--- src/hdl/sorted_key_dedup_counter_core_defines.svh ---
// ---------------------------------------------------------------------------
// Assertion macros for the sorted key dedup counter
// Concurrent assertion wrappers that compile away when NO_ASSERTIONS is set.
// ---------------------------------------------------------------------------
`ifndef SORTED_KEY_DEDUP_COUNTER_CORE_DEFINES_SVH
`define SORTED_KEY_DEDUP_COUNTER_CORE_DEFINES_SVH

`ifndef NO_ASSERTIONS

// Checked on every rising clock edge, held off while reset is asserted.
`define SKDC_ASSERT(lbl, ck, rn, prop, msg) \
	lbl: assert property (@(posedge ck) disable iff (!rn) prop) else $error(msg);

// Checked on every rising clock edge, reset included.
`define SKDC_ASSERT_ALWAYS(lbl, ck, prop, msg) \
	lbl: assert property (@(posedge ck) prop) else $error(msg);

`else

`define SKDC_ASSERT(lbl, ck, rn, prop, msg)

`define SKDC_ASSERT_ALWAYS(lbl, ck, prop, msg)

`endif

`endif

--- src/hdl/skdc_ram.sv ---
// ---------------------------------------------------------------------------
// Generic simple dual-port RAM
// One write port and one read port, read data registered.
// ---------------------------------------------------------------------------
`timescale 1ns / 1ps
`default_nettype none

module skdc_ram #(
	parameter int WIDTH = 8,
	parameter int DEPTH = 256
) (
	input  wire logic                     clk,
	input  wire logic                     we,
	input  wire logic [$clog2(DEPTH)-1:0] waddr,
	input  wire logic [WIDTH-1:0]         wdata,
	input  wire logic [$clog2(DEPTH)-1:0] raddr,
	output logic      [WIDTH-1:0]         rdata
);

	logic [WIDTH-1:0] mem [DEPTH];

	always_ff @(posedge clk) begin
		if (we) begin
			mem[waddr] <= wdata;
		end
		rdata <= mem[raddr];
	end

endmodule

`default_nettype wire

--- config.mk ---
export PLATFORM = sky130hd
export DESIGN_NAME = skdc_ram
export DESIGN_NICKNAME = d
export VERILOG_FILES = /design/src/hdl/sorted_key_dedup_counter_core_defines.svh /design/src/hdl/skdc_ram.sv
export SDC_FILE = /design/constraint.sdc
export NUM_CORES = 2
export LEC_CHECK = 0
export ABC_AREA = 1
export BUFFER_PORTS_ARGS = -buffer_cell sky130_fd_sc_hd__buf_2
export CAP_MARGIN = 5
export CORE_ASPECT_RATIO = 1.4
export CORE_MARGIN = 8
export CORE_UTILIZATION = 57
export CTS_CLUSTER_SIZE = 20
export DETAILED_ROUTE_END_ITERATION = 10
export GPL_TIMING_DRIVEN = 0
export PLACE_DENSITY = 0.76
export SLEW_MARGIN = 30
export SYNTH_ARGS = -nofsm -noshare
export SYNTH_HDL_FRONTEND = slang
export SYNTH_SLANG_ARGS = --single-unit
--- constraint.sdc ---
create_clock -name clk -period 1.6 [get_ports clk]
set_input_delay 0.16 -clock clk [delete_from_list [all_inputs] [get_ports clk]]
set_output_delay 0.16 -clock clk [all_outputs]
set_load 0.03 [all_outputs]
# Word level (Yosys, flattened, before mapping)
# Memories as Yosys holds them, arrays and structs flattened. A register that Yosys moved wholly into a read port is not among the register bits.
# Index checks and enable logic that the tools add are counted.
# op_classes
muxes	2
eq_ne	0
n_lt_le_gt_ge	0
shifts	0
addsub	0
mul	0
bitwise_logic	0
n_div	0
n_reduce_logical	0
# ops
operator	n
1-bit 2-to-1 mux	2
# word_totals
out_inout_bits	8
n_memories	1
regBits	0
latch_bits	0
ramBits	2048
rom_bits	0
in_bits	26
# mem_list
memory	words	width	read_ports	rd_clocked_by_memory_dff	write_ports	line	rtl
mem	256	8	1	1	1	skdc_ram.sv:20	logic [WIDTH-1:0] mem [DEPTH];

# Longest topological paths before layout
# depth
depth_word	2
ltp_mapped	15
depth_no_buf	11

# Least setup slack after synthesis
# OpenSTA, ideal clock, no wires.
# synth_timing
path_kind	input to register
from	input port we
to	memory mem[162][0] (enable)
path_slack_ps	-51
setup_time_ps	370
required_time_ps	1230
path_buffers	2
arrival_time_ps	1281
cell_stages	4
cell_sequence	clkbuf_1 -> nand3_1 -> clkbuf_1 -> nor2_1
# synth_between
elab_chain_len	2
# synth_lines
element	line	rtl
start, declared	skdc_ram.sv:13	input wire logic we,
1-bit 2-to-1 mux	skdc_ram.sv:23	if (we) begin
1-bit 2-to-1 mux (not written as such)	skdc_ram.sv:24	mem[waddr] <= wdata;
end, declared	skdc_ram.sv:20	
# No other way between the ends.

==> key figures <==
Run status
  – Run status: complete, but fails checks
  – Failing checks: setup timing

Global routing
  – Total GRT Usage: 44.3%
  – Global route total overflow: 0
  – First-pass GRT wire length: 478 mm
  – Vias in the first global route: 59300
  – Largest net degree at the start of global routing: 124
  – Initial antenna violation count: 28

Power and ir drop
  – Pwr Density: 1190 nW/um^2
  – PnR Total Power: 116 mW
  – LEAKAGE: 33.9 nW
  – Maximum vdd drop: 0.00123 V

Yosys
  – Syn avg cell area: 11.9 um^2
  – Simple logic cell fraction of the synthesized area: 22.9%
  – Yosys warning count: 0
  – Synth Area in XOR/XNOR: 0%
  – Compound-Gate Fraction of Synth Area: 0%
  – Mapped Area: 83400 um^2
  – Flops & latches, synth: 2056
  – Cell variety after synth: 14
  – Syn Inst Count: 7003
  – Post-Synth Adder-Cell Area: 0%
  – Register area share after synthesis: 73.9%
  – Syn nets: 7029
  – Multiplexer share of the synthesized area: 0%
  – Main combinational cell family by area after synthesis: simple AND/OR/NAND/NOR gates

Floorplanning
  – IO Pins: 34
  – Starting density of the core: 57.2%
  – DIE HEIGHT: 469 um
  – Total core area: 146000 um^2
  – Row cnt: 166
  – Die X: 339 um
  – DIE AREA: 159000 um^2

Worst setup path
  – Slowest stage delay, CP: 0.92 ns
  – Setup crit end kind: flop
  – Crit-path cells: buf_2 -> inv_2 -> buf_1 -> nand3_1 -> nand3_1 -> nand3_1 -> nand2_2 -> nand2_1 -> nand2_2
  – Critical path required time: 2.40 ns
  – Critical-path maximum fanout: 10
  – Kind of cell adding the most delay to the critical path: buffers and inverters
  – Slowest CP cell: buf_1
  – Crit path DAT: 2.79 ns
  – Startpoint Class: primary input
  – Crit path top cell by count: nand3_1
  – Critical setup path kind: in2reg
  – Bufs and invs on worst path: 3

STA
  – Final setup margin: -0.393 ns
  – Worst hold slack: 0.122 ns
  – Setup tns final: -20.99 ns
  – Hold Violations, Final: 0
  – RSZ-0062 raised after global routing: yes
  – Post-route minimum period: 1.99 ns
  – Final period util: 125%
  – Worst-Margin Slew: 1.32 ns
  – Max-slew violation count: 0
  – Fmax: 502 MHz
  – Rel. slew slack: 11.9%
  – Fin Clk Skew: 0.0247 ns
  – Final Setup Violations: 356

Final layout
  – Share of layout cells above drive strength 1: 16.9%
  – Multi-input logic area: 21900 um^2
  – Final-stage net count: 7309
  – Final instance area: 97200 um^2
  – Most frequent cells in the layout: 2099 x nand2_1, 2048 x edfxtp_1, 1845 x nand3_1
  – Seq. cell area: 61700 um^2
  – Synth-to-Final Area Change: 16.5%
  – Final Util: 66.7%
  – Most common cell after layout, fill and taps aside: nand2_1
  – Number of fill cells: 10600
  – Non-Filler Instances: 9386

Clocking
  – CTS tree: yes
  – Clk_lat worst skew: 0.87 ns
  – Num CTS Buffers: 187
  – Clk slew on worst S/H paths: 0.07 ns
  – H-tree Lvls: 4
  – CTS Sinks: 2056
  – CTS max path bufs: 3
  – Root Driver: clkbuf_16

Detailed routing
  – Drt pass-1 iters: 8
  – DR DRC count: 0
  – Final ANT Viol Nets: 0
  – DRT met1 WL: 109 mm
  – Metal2 WL: 162 mm
  – Iter 0 DRT Violations: 11200
  – DR top layer: met5
  – Drt wl/cell: 38.3 um
  – Met3 WL: 46.1 mm
  – Vias after detailed routing: 63200
  – Via/cell ratio: 6.74
  – Drt total wl: 359 mm

Placement
  – Post-DP HPWL: 252 mm
  – # port buffers: 26
  – Place WS: -2.01 ns
  – Placement Cell Area: 87400 um^2
  – Routability-driven placement congestion ratio: 1.05
  – Placed cells: 9000

Hold path
  – Worst Hold Class: in2reg

Flow run
  – Max-Cap Viols: 0
routing by layer:
metal | vias up | GRT usage, %
li1 | 25500 | -
met1 | 30300 | 48.7
met5 | - | 0
met2 | 5742 | 68.6
met3 | 1647 | 13.7
met4 | 10 | 41.1
cell usage after synthesis:
cell type	number	area, um^2
nand2_1	2123	7970
edfxtp_1	2048	61500
nand3_1	2019	10100
nor2_1	283	1060
buf_2	268	1340
clkbuf_1	112	420
buf_4	46	345
buf_1	40	150
inv_1	36	135
buf_6	16	180
dfxtp_1	8	160
inv_2	2	7.51
buf_8	1	15.0
inv_4	1	6.26
repair_timing:
item | 4_1_cts | 5_1_grt
endpoints found under the setup margin | 1496 | 1399
hold buffers | 8 | 1
endpoints found under the hold margin | 861 | 8
pin swaps | 12 | 51
setup buffers | 4 | 13
gates resized for setup | 459 | 428
layout make-up:
cell class | count | area share, %
flip-flops and latches | 2056 | 63.4
diodes | 15 | 0.0386
well taps | 1932 | 2.49
clock inverters | 120 | 1.29
multi-input cells | 4425 | 22.5
repair buffers | 91 | 1.71
plain buffers | 483 | 3.33
inverters | 39 | 0.156
clock buffers | 225 | 5.06
worst min-delay path, cell delays in order:
cell	delay, ns
buf_2	0.12
nor2_1	0.14
nand3_2	0.23
nor2_2	0.14
power breakdown:
| group | total [mW] | internal [mW] | switching [mW] |
|---|---|---|---|
| sequential | 59.4 | 59.3 | 0.0385 |
| clock | 46.2 | 25.5 | 20.7 |
| combinational | 10.1 | 2.20 | 7.85 |
state kept, by name (all words and copies together), names as in the netlist:
signal / cells
rdata: 8
mem: 2048
path summary, 6_finish.rpt:
path / from / endpoint / slack, ns / cells after the start
setup reg to reg: mem[253][1]$_DFFE_PP_ / rdata[1]$_DFF_P_ / -0.28 / 10
setup / recovery: raddr[4] / rdata[0]$_DFF_P_ / -0.39 / 9
hold reg to reg: mem[22][4]$_DFFE_PP_ / rdata[4]$_DFF_P_ / 1.07 / 10
hold / removal: waddr[5] / mem[196][7]$_DFFE_PP_ / 0.12 / 4
cells by family (layout without fill, tap and decap cells):
kind of cell	Yosys count	count (layout)
buffers and inverters	522	958
flip-flops	2056	2056
other	0	15
AND/OR/NAND/NOR	4425	4425
No activity file was read; power rests on OpenSTA's default activity.
